## src/rtl/tfn_pkg.sv

```systemverilog
// shared types and constants of the triangle facet normal block
`timescale 1ns / 1ps

package tfn_pkg;

   localparam int COORD_W    = 16;
   localparam int SLOT_W     = 10;
   localparam int NORM_W     = 16;
   localparam int FACET_W    = 20;
   localparam int ADDR_MAX_W = 16;
   localparam int NORM_ONE   = 16384;

   localparam logic CMD_LOAD = 1'b0;
   localparam logic CMD_TRI  = 1'b1;

   typedef struct packed {
      logic                      command;
      logic [SLOT_W-1:0]         vertex_slot;
      logic signed [COORD_W-1:0] coord_x;
      logic signed [COORD_W-1:0] coord_y;
      logic signed [COORD_W-1:0] coord_z;
      logic [SLOT_W-1:0]         corner_a;
      logic [SLOT_W-1:0]         corner_b;
      logic [SLOT_W-1:0]         corner_c;
   } req_type;

   typedef struct packed {
      logic signed [NORM_W-1:0] normal_x;
      logic signed [NORM_W-1:0] normal_y;
      logic signed [NORM_W-1:0] normal_z;
      logic                     degenerate;
      logic [FACET_W-1:0]       facet_number;
   } rsp_type;

   typedef struct packed {
      logic signed [COORD_W-1:0] x;
      logic signed [COORD_W-1:0] y;
      logic signed [COORD_W-1:0] z;
   } vertex_type;

   // one decoded item between front and back
   typedef struct packed {
      logic                  command;
      logic [ADDR_MAX_W-1:0] addr_0;
      logic [ADDR_MAX_W-1:0] addr_1;
      logic [ADDR_MAX_W-1:0] addr_2;
      vertex_type            vtx;
   } job_type;

   typedef struct packed {
      logic                  wr_en;
      logic [ADDR_MAX_W-1:0] wr_addr;
      vertex_type            wr_data;
      logic [ADDR_MAX_W-1:0] rd_addr;
   } mem_req_type;

   typedef enum logic [3:0] {
      BK_IDLE,
      BK_READ_B,
      BK_READ_C,
      BK_TAKE_C,
      BK_MULT,
      BK_CROSS,
      BK_SCALE,
      BK_SQUARE,
      BK_SUM,
      BK_ROOT,
      BK_PREP,
      BK_DIVIDE,
      BK_DONE
   } back_state_type;

endpackage

```

## src/rtl/tfn_front.sv

```systemverilog
// front end: decodes items and wraps store addresses into the store depth
`timescale 1ns / 1ps

module tfn_front #(
   parameter int VERTEX_DEPTH = 1024
) (
   input  logic             req_valid,
   output logic             req_ready,
   input  tfn_pkg::req_type req_payload,
   output logic             job_valid,
   input  logic             job_ready,
   output tfn_pkg::job_type job
);

   import tfn_pkg::*;

   localparam int AW         = (VERTEX_DEPTH > 1) ? $clog2(VERTEX_DEPTH) : 1;
   localparam int MIN_DEPTH  = 16;
   localparam int WRAP_STEPS = SLOT_W - $clog2(MIN_DEPTH) + 1;
   localparam int WRAP_W     = 24;

   // binary compare-subtract reduction, slot mod depth
   function automatic logic [AW-1:0] wrap_slot(input logic [SLOT_W-1:0] slot);
      logic [WRAP_W-1:0] r;
      logic [WRAP_W-1:0] step;
      r = WRAP_W'(slot);
      for (int k = WRAP_STEPS - 1; k >= 0; k--) begin
         step = WRAP_W'(VERTEX_DEPTH) << k;
         if (r >= step) begin
            r = r - step;
         end
      end
      return r[AW-1:0];
   endfunction

   always_comb begin
      job.command = req_payload.command;
      if (req_payload.command == CMD_LOAD) begin
         job.addr_0 = ADDR_MAX_W'(wrap_slot(req_payload.vertex_slot));
      end else begin
         job.addr_0 = ADDR_MAX_W'(wrap_slot(req_payload.corner_a));
      end
      job.addr_1 = ADDR_MAX_W'(wrap_slot(req_payload.corner_b));
      job.addr_2 = ADDR_MAX_W'(wrap_slot(req_payload.corner_c));
      job.vtx.x  = req_payload.coord_x;
      job.vtx.y  = req_payload.coord_y;
      job.vtx.z  = req_payload.coord_z;
   end

   assign job_valid = req_valid;
   assign req_ready = job_ready;

endmodule

```

## config.mk

```make
export PLATFORM = sky130hd
export DESIGN_NAME = tfn_front
export DESIGN_NICKNAME = d
export VERILOG_FILES = /design/src/rtl/tfn_pkg.sv /design/src/rtl/tfn_front.sv
export SDC_FILE = /design/constraint.sdc
export NUM_CORES = 1
export LEC_CHECK = 0
export BUFFER_PORTS_ARGS = -buffer_cell sky130_fd_sc_hd__buf_2
export CAP_MARGIN = 0
export CORE_AREA = 2 2 73 75
export DETAILED_ROUTE_END_ITERATION = 6
export DIE_AREA = 0 0 75 77
export SETUP_SLACK_MARGIN = 0.02
export SLEW_MARGIN = 20
export SYNTH_ARGS = -nofsm -noshare
export SYNTH_HDL_FRONTEND = slang
export SYNTH_SLANG_ARGS = --single-unit
```

## constraint.sdc

```tcl
create_clock -name vclk -period 1.05
set_clock_uncertainty 0.15 [all_clocks]
set_input_delay 0.0525 -clock vclk [all_inputs]
set_output_delay 0.0525 -clock vclk [all_outputs]
set_load 0.1 [all_outputs]
```

# Yosys cells after proc, flatten, opt, wreduce, memory -nomap -nowiden
# Index checks and enable logic that the tools add are counted.
op_classes:
  n_mux: 1
op_table:
  columns: ["operator", "count"]
  rows:
  - ["2-to-1 mux 10 bit", 1]
totals:
  wordCells: 1
  register_bits: 0

# Longest topological paths before layout
logic_depth:
  word_depth: 1
  mapped_depth: 2
  depth_no_buf: 1

# Worst setup path before layout
# Ideal clock, no wire load.
synth_timing:
  kind: "input to output"
  from: "input req_payload[88] (netlist name)"
  to: "output job[80] (netlist name)"
  arrival_time_ps: 638
  setup_slack_ps: 210
  cell_stages: 2
  path_buffers: 1
  required_ps: 847
  cell_sequence: "buf_6 mux2_4"
synth_lines:
  columns: ["item", "line", "text"]
  rows:
  - ["start, declared", "tfn_front.sv:9", "input tfn_pkg::req_type req_payload,"]
  - ["end, declared", "tfn_front.sv:12", "output tfn_pkg::job_type job"]

==> impl_metrics.toml <==
[status]
status = "finished with violations"
violations = "hold timing"

[worst_setup_path]
path_delay_family = "buffers and inverters"
crit_buf_inv = 3
worstPathArrival_ns = 0.81
crit_chain = "buf_2 -> buf_12 -> mux2_4 -> buf_12"
cp-start-kind = "input port"
critPathMaxFanout = 11
path_class = "in -> out"
required_ns = 0.85
crit_path_top_delay_cell = "mux2_4"
cp_common_cell = "buf_12"
cpPeakStageDelay_ns = 0.32
endpoint_kind = "output pin"

[sta]
period_needed_ns = 1.01
setup_slack_ns = 0.0393
setup_viol = 0
fmax_ghz = 0.989
finalMaxSlewViolations = 0
grt_setup_unrepaired = "false"
min_period_over_period = 0.963
setup_tns_ns = 0
fin_hold_ws_ns = -0.0450
hold_viol_final = 70

[grt]
grt_pass1_wl_mm = 2.72
antenna_found_initial = 0
grt_overflow = 0
track_usage = 0.0651
grt_max_degree = 12
grt_pass1_vias = 395

[floorplanning]
core_mm2 = 0.00498
start_util = 0.167
die_h_um = 77
pin_count = 190
rows = 26
die_w_um = 75
die_area_mm2 = 0.00578

[cells_and_area]
nClkBuffers = 0
antenna_cells = 0
drive_gt1_frac = 0.710
seq_cells = 0
syn_to_final_growth_pct = -21.0
seqCellArea_um2 = 0
final_cell_area_um2 = 658
fin_nets = 155

[synth]
synth_area_leader_cell = "buf_4"
syn_inst = 101
yosys.area.top_type_share = 0.802
synth.area.top_cells = "buf_4 (80%), mux2_4 (18%), buf_6 (1.4%)"
ys_seq_area_frac = 0
yosysUniqueCellTypes = 4
avgSynthCellArea_um2 = 8.25
synth_area_um2 = 833
yosysWarnings = 0

[detailed_routing]
first_iter_violations = 1
ant_nets = 0
via_per_inst = 2.83
wl_mm = 2.10
vias = 374
dr.pass1.iters = 2
drc = 0
post_drt_wl_per_cell_um = 15.9

[power_and_ir_drop]
cellPowerDensity_mw_per_mm2 = 1200
p_leak_nw = 0.341
peakVddDrop_uv = 333

[clocking]
post_cts_buffers = 0

[worst_hold_path]
min-delay-start = "req_payload[50]"
worstHoldPathCells = 0
holdPathEnd = "job[20]"
hold_class = "in -> out"

[placed_design]
routabilityCongestion = 0.662
pre_cts_slack_ns = 0.0358
io_buffers = 32
placed_area_um2 = 658

[run]
maxCapViolations = 0
[per-layer routing]
layer | share of wire | GRT usage | vias up
li1 | - | - | 126
met1 | 0.26 | 0.0587 | 127
met2 | 0.29 | 0.0632 | 81
met3 | 0.29 | 0.0696 | 40
met4 | 0.15 | 0.0893 | 0
met5 | 0 | 0 | -
[final cells by class]
type / count / area [µm²]
Timing Repair Buffer: 34 / 353
Multi-Input combinational cell: 28 / 218
Fill cell: 578 / 4320
Tap cell: 70 / 87.6
[cells by family after synthesis]
logic type / Yosys count / share of synthesized area
other cells: 1 / 0.00450
mux: 10 / 0.180
buf+inv: 90 / 0.815
[where the power goes]
part           switching [mW]  internal, mW  leakage, nW
clock                       0             0            0
sequential                  0             0            0
combinational           0.587         0.205        0.341
total                   0.587         0.205        0.341
[Yosys cell counts]
master	n
buf_4	89
mux2_4	10
buf_6	1
conb_1	1
[placed cells by master (no fill, tap or decap)]
| cell | netlist | layout |
|---|---|---|
| buf_2 | 0 | 21 |
| buf_4 | 89 | 1 |
| buf_12 | 0 | 12 |
| conb_1 | 1 | 18 |
| mux2_4 | 10 | 10 |
[stage by stage]
step / utilization / power, mW / instances
after floorplan: - / 1.90 / 118
after global placement: 0.132 / 0.795 / 132
after detailed placement: 0.132 / 0.798 / 132
after CTS: 0.132 / 0.798 / 132
after global routing: 0.132 / 0.816 / 132
final: 0.132 / 0.792 / 132
[how the worst max path moves through the flow]
| stage | start | cells past startpoint | to | slack (ns) |
|---|---|---|---|---|
| 6_report | req_payload[88] | 4 | job[89] | 0.04 |
| 5_1_grt | req_payload[88] | 4 | job[89] | 0.02 |
| 4_1_cts | req_payload[88] | 4 | job[89] | 0.03 |
| 3_5_place_dp | req_payload[88] | 4 | job[89] | 0.04 |
| 3_3_place_gp | req_payload[88] | 4 | job[89] | 0.04 |
| 2_1_floorplan | req_payload[88] | 2 | job[80] | 0.21 |
[timing repair]
item                                    CTS  global route
endpoints found under the setup margin    0             0
resized for setup                         0             0
endpoints found under the hold margin    70            70
No activity file was read; power rests on OpenSTA's default activity.
