## src/rtl/tfn_queue.sv

```systemverilog
// two entry item queue between front and back
`timescale 1ns / 1ps

module tfn_queue #(
   parameter int WIDTH = 8
) (
   input  logic             clock,
   input  logic             reset,
   input  logic             in_valid,
   output logic             in_ready,
   input  logic [WIDTH-1:0] in_data,
   output logic             out_valid,
   input  logic             out_ready,
   output logic [WIDTH-1:0] out_data
);

   logic [WIDTH-1:0] entry_ff [2];
   logic [1:0]       count_ff, count_in;
   logic             wr_ptr_ff, wr_ptr_in;
   logic             rd_ptr_ff, rd_ptr_in;
   logic             push, pop;

   assign in_ready  = (count_ff != 2'd2);
   assign out_valid = (count_ff != 2'd0);
   assign out_data  = entry_ff[rd_ptr_ff];
   assign push      = in_valid && in_ready;
   assign pop       = out_valid && out_ready;

   always_comb begin
      wr_ptr_in = push ? ~wr_ptr_ff : wr_ptr_ff;
      rd_ptr_in = pop ? ~rd_ptr_ff : rd_ptr_ff;
      count_in  = count_ff + 2'(push) - 2'(pop);
   end

   always_ff @(posedge clock) begin
      if (reset) begin
         count_ff  <= 2'd0;
         wr_ptr_ff <= 1'b0;
         rd_ptr_ff <= 1'b0;
      end else begin
         count_ff  <= count_in;
         wr_ptr_ff <= wr_ptr_in;
         rd_ptr_ff <= rd_ptr_in;
      end
   end

   always_ff @(posedge clock) begin
      if (push) begin
         entry_ff[wr_ptr_ff] <= in_data;
      end
   end

endmodule

```

## config.mk

```make
export PLATFORM = sky130hd
export DESIGN_NAME = tfn_queue
export DESIGN_NICKNAME = d
export VERILOG_FILES = /design/src/rtl/tfn_queue.sv
export SDC_FILE = /design/constraint.sdc
export NUM_CORES = 1
export LEC_CHECK = 0
export ABC_AREA = 1
export BUFFER_PORTS_ARGS = -buffer_cell sky130_fd_sc_hd__buf_4
export CORE_UTILIZATION = 35
export CTS_CLUSTER_SIZE = 14
export DETAILED_ROUTE_END_ITERATION = 6
export PLACE_DENSITY = 0.71
export SYNTH_ARGS = -nofsm -noshare
export SYNTH_HDL_FRONTEND = slang
export SYNTH_SLANG_ARGS = --single-unit
```

## constraint.sdc

```tcl
create_clock -name clock -period 1.48 [get_ports clock]
set_input_delay 0.222 -clock clock [delete_from_list [all_inputs] [get_ports clock]]
set_output_delay 0.222 -clock clock [all_outputs]
set_load 0.02 [all_outputs]
```

# Word-level counts from Yosys, hierarchy flattened
# Memories as Yosys holds them, arrays and structs flattened. A register that Yosys moved wholly into a read port is not among the register bits.
# Cells that the tools add are included.
dict set report word_totals {
  regBits 4
  ram_bits 16
  inputBits 12
  output_inout_bits 10
  wordCells 16
  n_memories 1
}
dict set report op_classes {
  add_sub_neg 2
  eq_ne 1
  mux 4
  bitwise 2
  n_reduce_logical 3
}
# memory words width rd rd_ports_with_merged_regs wr line
set memory_table {}
lappend memory_table {entry_ff 2 8 1 1 1 17} ;# logic [WIDTH-1:0] entry_ff [2];
# op n
set op_table {}
lappend op_table {{$mux 1} 4}
lappend op_table {{$add 2x1->2} 1}
lappend op_table {{$logic_and 1x1->1} 2}
lappend op_table {{$ne 2x2->1 const B} 1}
lappend op_table {{$not 1->1} 2}
lappend op_table {{$reduce_bool 2->1} 1}
lappend op_table {{$sub 2x1->2} 1}

# Logic depth before layout (Yosys ltp)
# Gate-level depths: netlist of the first run.
dict set report logic_depth {
  depth_word 4
  mapped_depth 11
}

# Worst setup path before layout of the first run
# Ideal clock, no wire load.
dict set report synth_path {
  path_type {reg2reg}
  startpoint {register count_ff[0]}
  endpoint {register count_ff[1]}
  arrival_ns 1.383
  required_time_ns 1.365
  slack_ns -0.018
  path_stages_with_launch 11
  period_less_slack_ns 1.498
  path_cell_list {dfxtp_1 inv_1 nand2_2 nand2_1 ha_1 inv_1 ha_1 inv_1 nand2_1 a21oi_1 nor2_1}
}
dict set report synth_between {
  elab_chain_cells 4
  elab_cells_between_ends 6
  cone_classes {add/sub (2); eq/ne (1); reduce/logical (3)}
}
# item line
set synth_lines {}
lappend synth_lines {{start: declaration} 18} ;# logic [1:0] count_ff, count_in;
lappend synth_lines {{start signal: assignment} 41} ;# count_ff <= count_in;
lappend synth_lines {{$ne 2x2->1} 23} ;# assign in_ready = (count_ff != 2'd2);
lappend synth_lines {{named net in_ready} 10} ;# output logic in_ready,
lappend synth_lines {{$logic_and 1x1->1} 26} ;# assign push = in_valid && in_ready;
lappend synth_lines {{$add 2x1->2} 32} ;# count_in = count_ff + 2'(push) - 2'(pop);
lappend synth_lines {{$sub 2x1->2} 32}
# The timed path passes the listed nets, and every way through them passes these cells.
# A chain may end at the register's enable or synchronous reset.

==> results.toml, run 1 <==
[clocking]
cts-root-buf = "clkbuf_4"
cts_max_path_buffers = 2
tritoncts = "built"
clk_pin_slew_ns = 0.11
h-tree-depth = 1
cts_buffers = 3
insertion_delay_ns = 0.29
hold_buffers = 0
post-cts-setup-buffers = 0
cts.sinks = 21

[synth]
ys.warnings.count = 0
synth_top_family_by_area = "multiplexers"
ys_types = 14
syn_area_per_cell_um2 = 14.1
yosys.area_share.simple_pct = 11.3
synthesis.area_um2 = 876
synth_compound_area_share_pct = 1.14
synth_cells = 62
synth_fa_ha_area_share_pct = 2.86
synth_nets = 76
ys_seq_area_share_pct = 66.3
synth_seq_cells = 21
synth.area.mux_share_pct = 13.7
synthXorXnorAreaFrac_pct = 0

[setup_path]
cp-start-kind = "flop"
critical_path_arrival_ns = 1.23
rrSetupSlack_ns = 0.05
slowest_delay_ns = 0.35
worstSetupPathType = "reg -> out"
critPathSlowestCell = "dfxtp_2"
reg2reg_from = "count_ff[0]$_SDFF_PP0_"
cp.required_ns = 1.26
r2r_cells = 10
crit_chain = "buf_8, mux2_4, buf_6"
r2r_end = "count_ff[1]$_SDFF_PP0_"
end_kind = "output port"
crit_fanout = 8

[global_routing]
grt_pass1_vias = 512
antenna_found_initial = 0
grt_usage_pct = 10.8
grt-ovfl-total = 0
grt_pass1_wl_um = 2080
grt_max_degree = 13

[sta]
finalHoldViolCount = 0
final.setup_skew_ns = 0.00589
rsz0062_at_grt = "yes"
period_minus_slack_ns = 1.46
drv_slew = 0
tightestPinTransition_ns = 0.328
whs_ns = 0.0688
finalCritPeriodShare_pct = 98.3
max_freq_mhz = 687
tns_ns = 0
finalSetupViolCount = 0
slew_headroom_pct = 78.1
fin_ws_ns = 0.0249

[route]
via_per_inst = 4.62
drtPass1Iterations = 4
drc = 0
wl_per_cell_um = 11.8
via_count = 541
routed_wl_um = 1380
ant_nets = 0
first_iter_violations = 4

[worst_hold_path]
hold_path.class = "in -> reg"
holdCritStartpoint = "reset"
holdPathStages = 2
whs_endpoint = "count_ff[0]$_SDFF_PP0_"

[placement]
place_ws_ns = -0.000972
hpwl_um = 989
globalplace.congestion = 0.689
port_buffers = 21

[die]
initial_utilization_pct = 38.5
row_count = 17
die_h_um = 52.0
die_w_um = 52.0
die_area_um2 = 2710
core_um2 = 2280
io_pins = 22

[cells_and_area]
mostFrequentLayoutCells = "16 x edfxtp_1, 15 x buf_4, 8 x mux2_4, 8 x buf_6"
drive_gt1_share_pct = 57.3
fin_nets = 104
diodes = 0
area_delta_synth_final_pct = 35.9
final_common_cell = "edfxtp_1"

[power_and_ir_drop]
ir_drop_mv = 0.867
leakage_nw = 0.503
p_per_area_nw_per_um2 = 1690

[outcome]
status = "complete, no violations"

[run]
drv_cap = 0
==> critical path, delay by kind of cell, from the launching register on <==
family / cells / cell delay [ns]
flops: 1 / 0.35
mux: 1 / 0.31
buf+inv: 2 / 0.27
==> worst max-delay path by stage <==
stage,from,to,slack (ns),depth (start not counted)
after floorplan,count_ff[0]$_SDFF_PP0_,count_ff[1]$_SDFF_PP0_,0.02,10
after global placement,count_ff[0]$_SDFF_PP0_,count_ff[1]$_SDFF_PP0_,0.03,10
after detailed placement,count_ff[0]$_SDFF_PP0_,count_ff[1]$_SDFF_PP0_,-0.001,10
after CTS,flop,out_data[6],0.0008,3
after global routing,count_ff[0]$_SDFF_PP0_,count_ff[1]$_SDFF_PP0_,-0.04,10
final,flop,out_data[7],0.02,3
==> per-layer routing <==
layer	vias up	wire length (um)	track usage, %
met5	-	0	0
met4	0	0	5.41
met3	0	64	3.22
met2	16	772	19.4
met1	261	544	11.3
li1	264	-	-
==> cells by family after synthesis <==
kind of cell | Yosys count
DFF | 21
and+or+nand+nor | 20
muxes | 8
AOI/OAI and AO/OA | 2
buffers and inverters | 9
adders and majority gates | 2
==> state kept, by name, indices dropped and copies added, names as in the netlist, named ones only <==
signal and flops:
rd_ptr_ff 1, count_ff 2, wr_ptr_ff 1, entry_ff 16
==> Yosys cell counts <==
cell type / count / area share (%)
buf_6: 1 / 1.3
nand3_1: 2 / 1.1
dfxtp_1: 5 / 11
a21oi_1: 2 / 1.1
nor2_1: 7 / 3.0
nand3_2: 1 / 1.1
nand2_2: 2 / 1.4
nand2_1: 6 / 2.6
ha_1: 2 / 2.9
nor2_4: 1 / 1.3
nor2_2: 1 / 0.71
mux2_4: 8 / 14
edfxtp_1: 16 / 55
inv_1: 8 / 3.4
==> final cells by class <==
type	instances	area, um2
multi-input combinational	32	293
timing repair buffer	24	218
clock buffer	3	22.5
tap	28	35.0
inverter	8	30.0
sequential	21	587
fill	210	1090
clock inverter	1	5.00
==> stage by stage <==
step | instances | power, mW | area [um2] | utilization [%]
2_1_floorplan | 62 | 1.35 | 881 | -
3_3_place_gp | 113 | 1.58 | 1080 | 47.7
3_5_place_dp | 113 | 1.61 | 1080 | 47.7
4_1_cts | 117 | 1.89 | 1120 | 49.3
5_1_grt | 117 | 2.14 | 1190 | 52.3
6_report | 117 | 2.01 | 1190 | 52.3
==> power breakdown <==
| group | switching [mW] | internal [mW] |
|---|---|---|
| logic | 0.453 | 0.454 |
| clock network | 0.160 | 0.101 |
| registers | 0.0736 | 0.769 |
| total | 0.686 | 1.32 |
==> what timing repair did <==
action                                  CTS  global route
endpoints found under the setup margin    9             9
pin swaps                                 0             1
gates resized for setup                   4            18
No activity file was read; power rests on OpenSTA's default activity.
==> run 2, diff against run 1 <==
--- a/config.mk
+++ b/config.mk
@@ -11,6 +11,7 @@
 export CTS_CLUSTER_SIZE = 14
 export DETAILED_ROUTE_END_ITERATION = 6
 export PLACE_DENSITY = 0.71
+export RECOVER_POWER = 100
 export SYNTH_ARGS = -nofsm -noshare
 export SYNTH_HDL_FRONTEND = slang
 export SYNTH_SLANG_ARGS = --single-unit
==> run 2 against run 1 <==
Net effect:
- total power fell by 2.4%
- flip-flop and latch count is the same
- die area is the same
- non-clock buffer count is the same
- final cell count unchanged
- wire length shrank 2.0%
- combinational power decreased by 5.6%
- clock skew rose by 0.00065 ns
- core utilization is 0.88 points lower
- via count rose by 1.1%
==> results.toml, run 2 (same netlist as run 1, synthesis figures left out) <==
[outcome]
status = "complete, no violations"

[sta]
whs_ns = 0.0677
finalCritPeriodShare_pct = 98.6
period_minus_slack_ns = 1.46
max_freq_mhz = 686
slew_headroom_pct = 68.5
rsz0062_at_grt = "yes"
finalHoldViolCount = 0
fin_ws_ns = 0.0214
final.setup_skew_ns = 0.00654
tns_ns = 0
tightestPinTransition_ns = 0.473
drv_slew = 0
finalSetupViolCount = 0

[setup_path]
worstSetupPathType = "reg -> out"
end_kind = "output port"
cp.required_ns = 1.26
cp-start-kind = "flop"
rrSetupSlack_ns = 0.05
critical_path_arrival_ns = 1.24
crit_chain = "buf_8, mux2_4, buf_6"
crit_fanout = 8
slowest_delay_ns = 0.36
critPathSlowestCell = "dfxtp_2"

[die]
core_um2 = 2280
die_area_um2 = 2710
die_h_um = 52.0
die_w_um = 52.0
io_pins = 22
row_count = 17
initial_utilization_pct = 38.5

[cells_and_area]
largest_reg_flops = 16
drive_gt1_share_pct = 51.7
final_common_cell = "edfxtp_1"
fill_cells = 214
mostFrequentLayoutCells = "16 x edfxtp_1, 10 x clkbuf_4, 8 x mux2_4, 8 x buf_6"
fin_util_pct = 51.4
multiInputGateArea_um2 = 290
final-seq-area_um2 = 587
area_delta_synth_final_pct = 33.6
reg_top3 = "entry_ff x16, count_ff x2"
top_register = "entry_ff"
diodes = 0
postLayoutCellArea_um2 = 1170
fin_nets = 104
layoutNonFillerInstCount = 117

[placement]
place_inst = 113
globalplace.congestion = 0.689
port_buffers = 21
post_dp_cell_area_um2 = 1080
hpwl_um = 989
place_ws_ns = -0.000972

[power_and_ir_drop]
ir_drop_mv = 0.831
p_total_mw = 1.96
leakage_nw = 0.486
p_per_area_nw_per_um2 = 1680

[global_routing]
grt_pass1_vias = 512
grt_max_degree = 13
grt_usage_pct = 10.8
antenna_found_initial = 0
grt_pass1_wl_um = 2080
grt-ovfl-total = 0

[clocking]
insertion_delay_ns = 0.30
cts.sinks = 21
cts-root-buf = "clkbuf_4"
tritoncts = "built"
h-tree-depth = 1
cts_buffers = 3
cts_max_path_buffers = 2
clk_pin_slew_ns = 0.11
hold_buffers = 0

[route]
drtPass1Iterations = 4
first_iter_violations = 4
via_count = 547
wl_per_cell_um = 11.6
via_per_inst = 4.68
ant_nets = 0
drc = 0
routed_wl_um = 1350

[run]
drv_cap = 0

[worst_hold_path]
hold_path.class = "in -> reg"
## run 2: cell types whose count changed in the layout (fill, tap and decap cells not counted), sizes merged
cell    change
buf        -12
clkbuf     +12
## run 2: worst paths after layout
kind,startpoint,end,depth (start not counted)
worst max-delay path,flop,out_data[7],3
worst min-delay path,reset,count_ff[0]$_SDFF_PP0_,2
worst max register to register,count_ff[0]$_SDFF_PP0_,count_ff[1]$_SDFF_PP0_,10
worst min register to register,rd_ptr_ff$_SDFFE_PP0P_,rd_ptr_ff$_SDFFE_PP0P_,2
## run 2: repair_timing
item                                    4_1_cts  5_1_grt
pin swaps                                     0        1
cloned                                        0        0
gates resized for setup                       4       18
endpoints found under the setup margin        9        9
buffers inserted                              0        0
## run 2: area by class of cell
| class | count | share of cell area [%] |
|---|---|---|
| sequential | 21 | 50.2 |
| clock buffer | 3 | 1.93 |
| tap | 28 | 2.99 |
| inverter | 8 | 2.57 |
| timing repair buffer | 24 | 17.1 |
| multi-input combinational | 32 | 24.8 |
| clock inverter | 1 | 0.428 |
## run 2: routing by layer
| layer | track usage (%) | up-vias | part of all wire (%) |
|---|---|---|---|
| li1 | - | 264 | - |
| met1 | 11.3 | 264 | 38 |
| met4 | 5.41 | 0 | 0 |
| met2 | 19.4 | 19 | 56 |
| met5 | 0 | - | 0 |
| met3 | 3.22 | 0 | 6.4 |
## run 2: worst max-delay path, delay by kind of cell (launching register included)
kind                   cells  cell delay [ns]
muxes                      1             0.31
DFF                        1             0.36
buffers and inverters      2             0.27
## run 2: power by group
| group | internal [mW] | switching (mW) | total, mW |
|---|---|---|---|
| Combinational | 0.410 | 0.446 | 0.855 |
| Clock | 0.101 | 0.163 | 0.264 |
| Sequential | 0.770 | 0.0734 | 0.843 |
==> run 3, diff against run 2 <==
--- a/config.mk
+++ b/config.mk
@@ -5,7 +5,6 @@
 export SDC_FILE = /design/constraint.sdc
 export NUM_CORES = 1
 export LEC_CHECK = 0
-export ABC_AREA = 1
 export BUFFER_PORTS_ARGS = -buffer_cell sky130_fd_sc_hd__buf_4
 export CORE_UTILIZATION = 35
 export CTS_CLUSTER_SIZE = 14
==> run 3 against run 2 <==
Net effect:
- area after synthesis shrank 7.1%
- sequential power is 0.8% higher
- flip-flop and latch count unchanged
- synthesized cell count is 21% lower
- maximum frequency is 0.79% higher
- combinational power down 3.9%
- final cell count shrank 7.7%
- critical path type is now reg -> reg
- wire length down 2.1%
- die area down 6.9%
- total power decreased by 1.5%
- highest routed layer is now met4
==> results.toml, run 3 <==
[die]
die_w_um = 50.2
row_count = 17
die_area_um2 = 2520
die_h_um = 50.2
io_pins = 22
core_um2 = 2190
initial_utilization_pct = 37.1

[setup_path]
critical_path_arrival_ns = 1.64
cpMostUsedCell = "ha_4"
critPathSlowestCell = "dfxtp_2"
crit_fanout = 4
crit_chain = "o21a_4, ha_4, inv_2, ha_4, xor2_2, xnor2_1, nor2_1"
cp-start-kind = "flop"
worstSetupPathType = "reg -> reg"
slowest_delay_ns = 0.35
cp.required_ns = 1.68
end_kind = "flop"

[power_and_ir_drop]
leakage_nw = 0.470
ir_drop_mv = 0.904
p_seq_share_pct = 44.0
p_comb_share_pct = 42.5
p_int_mw = 1.34
clkPwrFrac_pct = 13.5
p_per_area_nw_per_um2 = 1660
p_total_mw = 1.93
swShare_pct = 30.9
p_switching_mw = 0.597

[global_routing]
antenna_found_initial = 0
groute.layer.met1.usage_pct = 12.9
grt_pass1_vias = 448
busiest_layer = "met2"
met2_usage_pct = 18.0
grt_pass1_wl_um = 1930
grt_usage_pct = 11.3
use_met3_pct = 3.03
grt-ovfl-total = 0
grt_max_degree = 12

[route]
via_per_inst = 4.47
via_count = 483
drtPass1Iterations = 4
ant_nets = 0
drc = 0
wl_per_cell_um = 12.3
routed_wl_um = 1330
first_iter_violations = 4

[synth]
synth-edff-count = 16
synth_common_cells = "16 x edfxtp_1, 8 x mux2_1, 5 x dfxtp_1, 5 x nor2_1"
ys_types = 16
synth_cells = 49
ys_seq_area_share_pct = 71.4
synth.most_common_cell = "edfxtp_1"
synth_seq_cells = 21
synth_nets = 63
synthFlopType = "edfxtp_1"
synthesis.area_um2 = 813
synth_top_area_cell = "edfxtp_1"
syn_area_per_cell_um2 = 16.6
synth-async-reset-ratio_pct = 0
ys.warnings.count = 0
ys_top_cells_by_area = "edfxtp_1 59%, dfxtp_1 12%, mux2_1 11%"
synth_top_area_share_pct = 59.1

[sta]
finalCritPeriodShare_pct = 97.8
whs_ns = 0.117
fin_ws_ns = 0.0328
period_minus_slack_ns = 1.45
tightestPinTransition_ns = 0.358
tns_ns = 0
finalHoldViolCount = 0
slew_headroom_pct = 76.1
max_freq_mhz = 691
final.setup_skew_ns = 0.000479
drv_slew = 0
rsz0062_at_grt = "yes"
finalSetupViolCount = 0

[clocking]
cts-root-buf = "clkbuf_4"
insertion_delay_ns = 0.29
cts_max_path_buffers = 2
cts_buffers = 3
cts.sinks = 21
clk_pin_slew_ns = 0.10
h-tree-depth = 1
tritoncts = "built"

[outcome]
status = "complete, no violations"

[placement]
globalplace.congestion = 0.624
port_buffers = 21
place_inst = 101
place_ws_ns = -0.0653
hpwl_um = 887

[cells_and_area]
fin_nets = 95
diodes = 0
reg_top3 = "entry_ff x16, count_ff x2"
mostFrequentLayoutCells = "18 x buf_4, 16 x edfxtp_1, 10 x clkbuf_4, 9 x mux2_4, 5 x nor2_1"
final_common_cell = "buf_4"
layoutNonFillerInstCount = 108
top_register = "entry_ff"
area_delta_synth_final_pct = 42.8
drive_gt1_share_pct = 60.0
largest_reg_flops = 16

[worst_hold_path]
hold_path.class = "in -> reg"

[run]
drv_cap = 0
==> run 3: cell count changes after synthesis, sizes merged, moves of 2 or more <==
cell   previous run  this run
inv               8         1
nand2             8         1
nor2              9         5
nand3             3         0
a21oi             2         0
nor2b             0         2
xnor2             0         2
==> run 3: path summary, 6_finish.rpt <==
path	startpoint	depth (start not counted)	endpoint	slack [ns]
worst min register to register	rd_ptr_ff$_SDFFE_PP0P_	2	rd_ptr_ff$_SDFFE_PP0P_	0.53
worst max-delay path	count_ff[0]$_SDFF_PP0_	7	count_ff[1]$_SDFF_PP0_	0.03
worst min-delay path	reset	2	count_ff[0]$_SDFF_PP0_	0.12
worst max register to register	count_ff[0]$_SDFF_PP0_	7	count_ff[1]$_SDFF_PP0_	0.03
==> run 3: logic make-up (layout without fill, tap and decap cells) <==
logic type / count (synthesis) / in the layout / synth area share, %
flip-flops: 21 / 21 / 71.4
buffers and inverters: 2 / 33 / 1.08
AND/OR/NAND/NOR: 11 / 11 / 7.23
adder cells (fa/ha/maj): 2 / 2 / 3.08
AO/OA/AOI/OAI: 1 / 1 / 1.08
XOR/XNOR: 3 / 3 / 3.23
multiplexers: 9 / 9 / 12.9
==> run 3: stage by stage <==
stage,cell area [um2],util [%]
final,1160,53.0
after global routing,1160,53.0
after CTS,1120,51.2
after detailed placement,1040,47.4
after global placement,1040,47.4
after floorplan,821,-
==> run 3: final cells by class <==
class | count | area (um2)
timing repair buffer | 28 | 206
tap | 28 | 35.0
clock buffer | 4 | 26.3
multi-input combinational | 26 | 303
sequential | 21 | 587
fill | 184 | 1030
inverter | 1 | 3.75
==> run 3: critical path: cells and delay by family (launching register included) <==
| kind | cells | cell delay [ns] |
|---|---|---|
| compound gates | 1 | 0.22 |
| xor+xnor | 2 | 0.27 |
| fa+ha+maj | 2 | 0.41 |
| buf+inv | 1 | 0.04 |
| flops | 1 | 0.35 |
| simple gates | 1 | 0.06 |
==> run 3: power by group through the flow <==
stage               Combinational, mW  Sequential [mW]  Clock, mW
floorplan                       0.414            0.806          0
global route                    0.876            0.867      0.290
CTS                             0.745            0.836      0.268
finish                          0.822            0.850      0.261
global placement                0.624            0.836          0
detailed placement              0.640            0.842          0
==> run 3: what timing repair did <==
item,in CTS,in global routing
setup endpoints to repair,9,7
buffers inserted,3,0
resized for setup,7,11
hold buffers,0,0
pin swaps,3,2
==> run 3: metal layers <==
layer / vias up / routed length (um)
met5: - / 0
met3: 4 / 68
met4: 0 / 33
met2: 19 / 655
met1: 225 / 568
li1: 235 / -
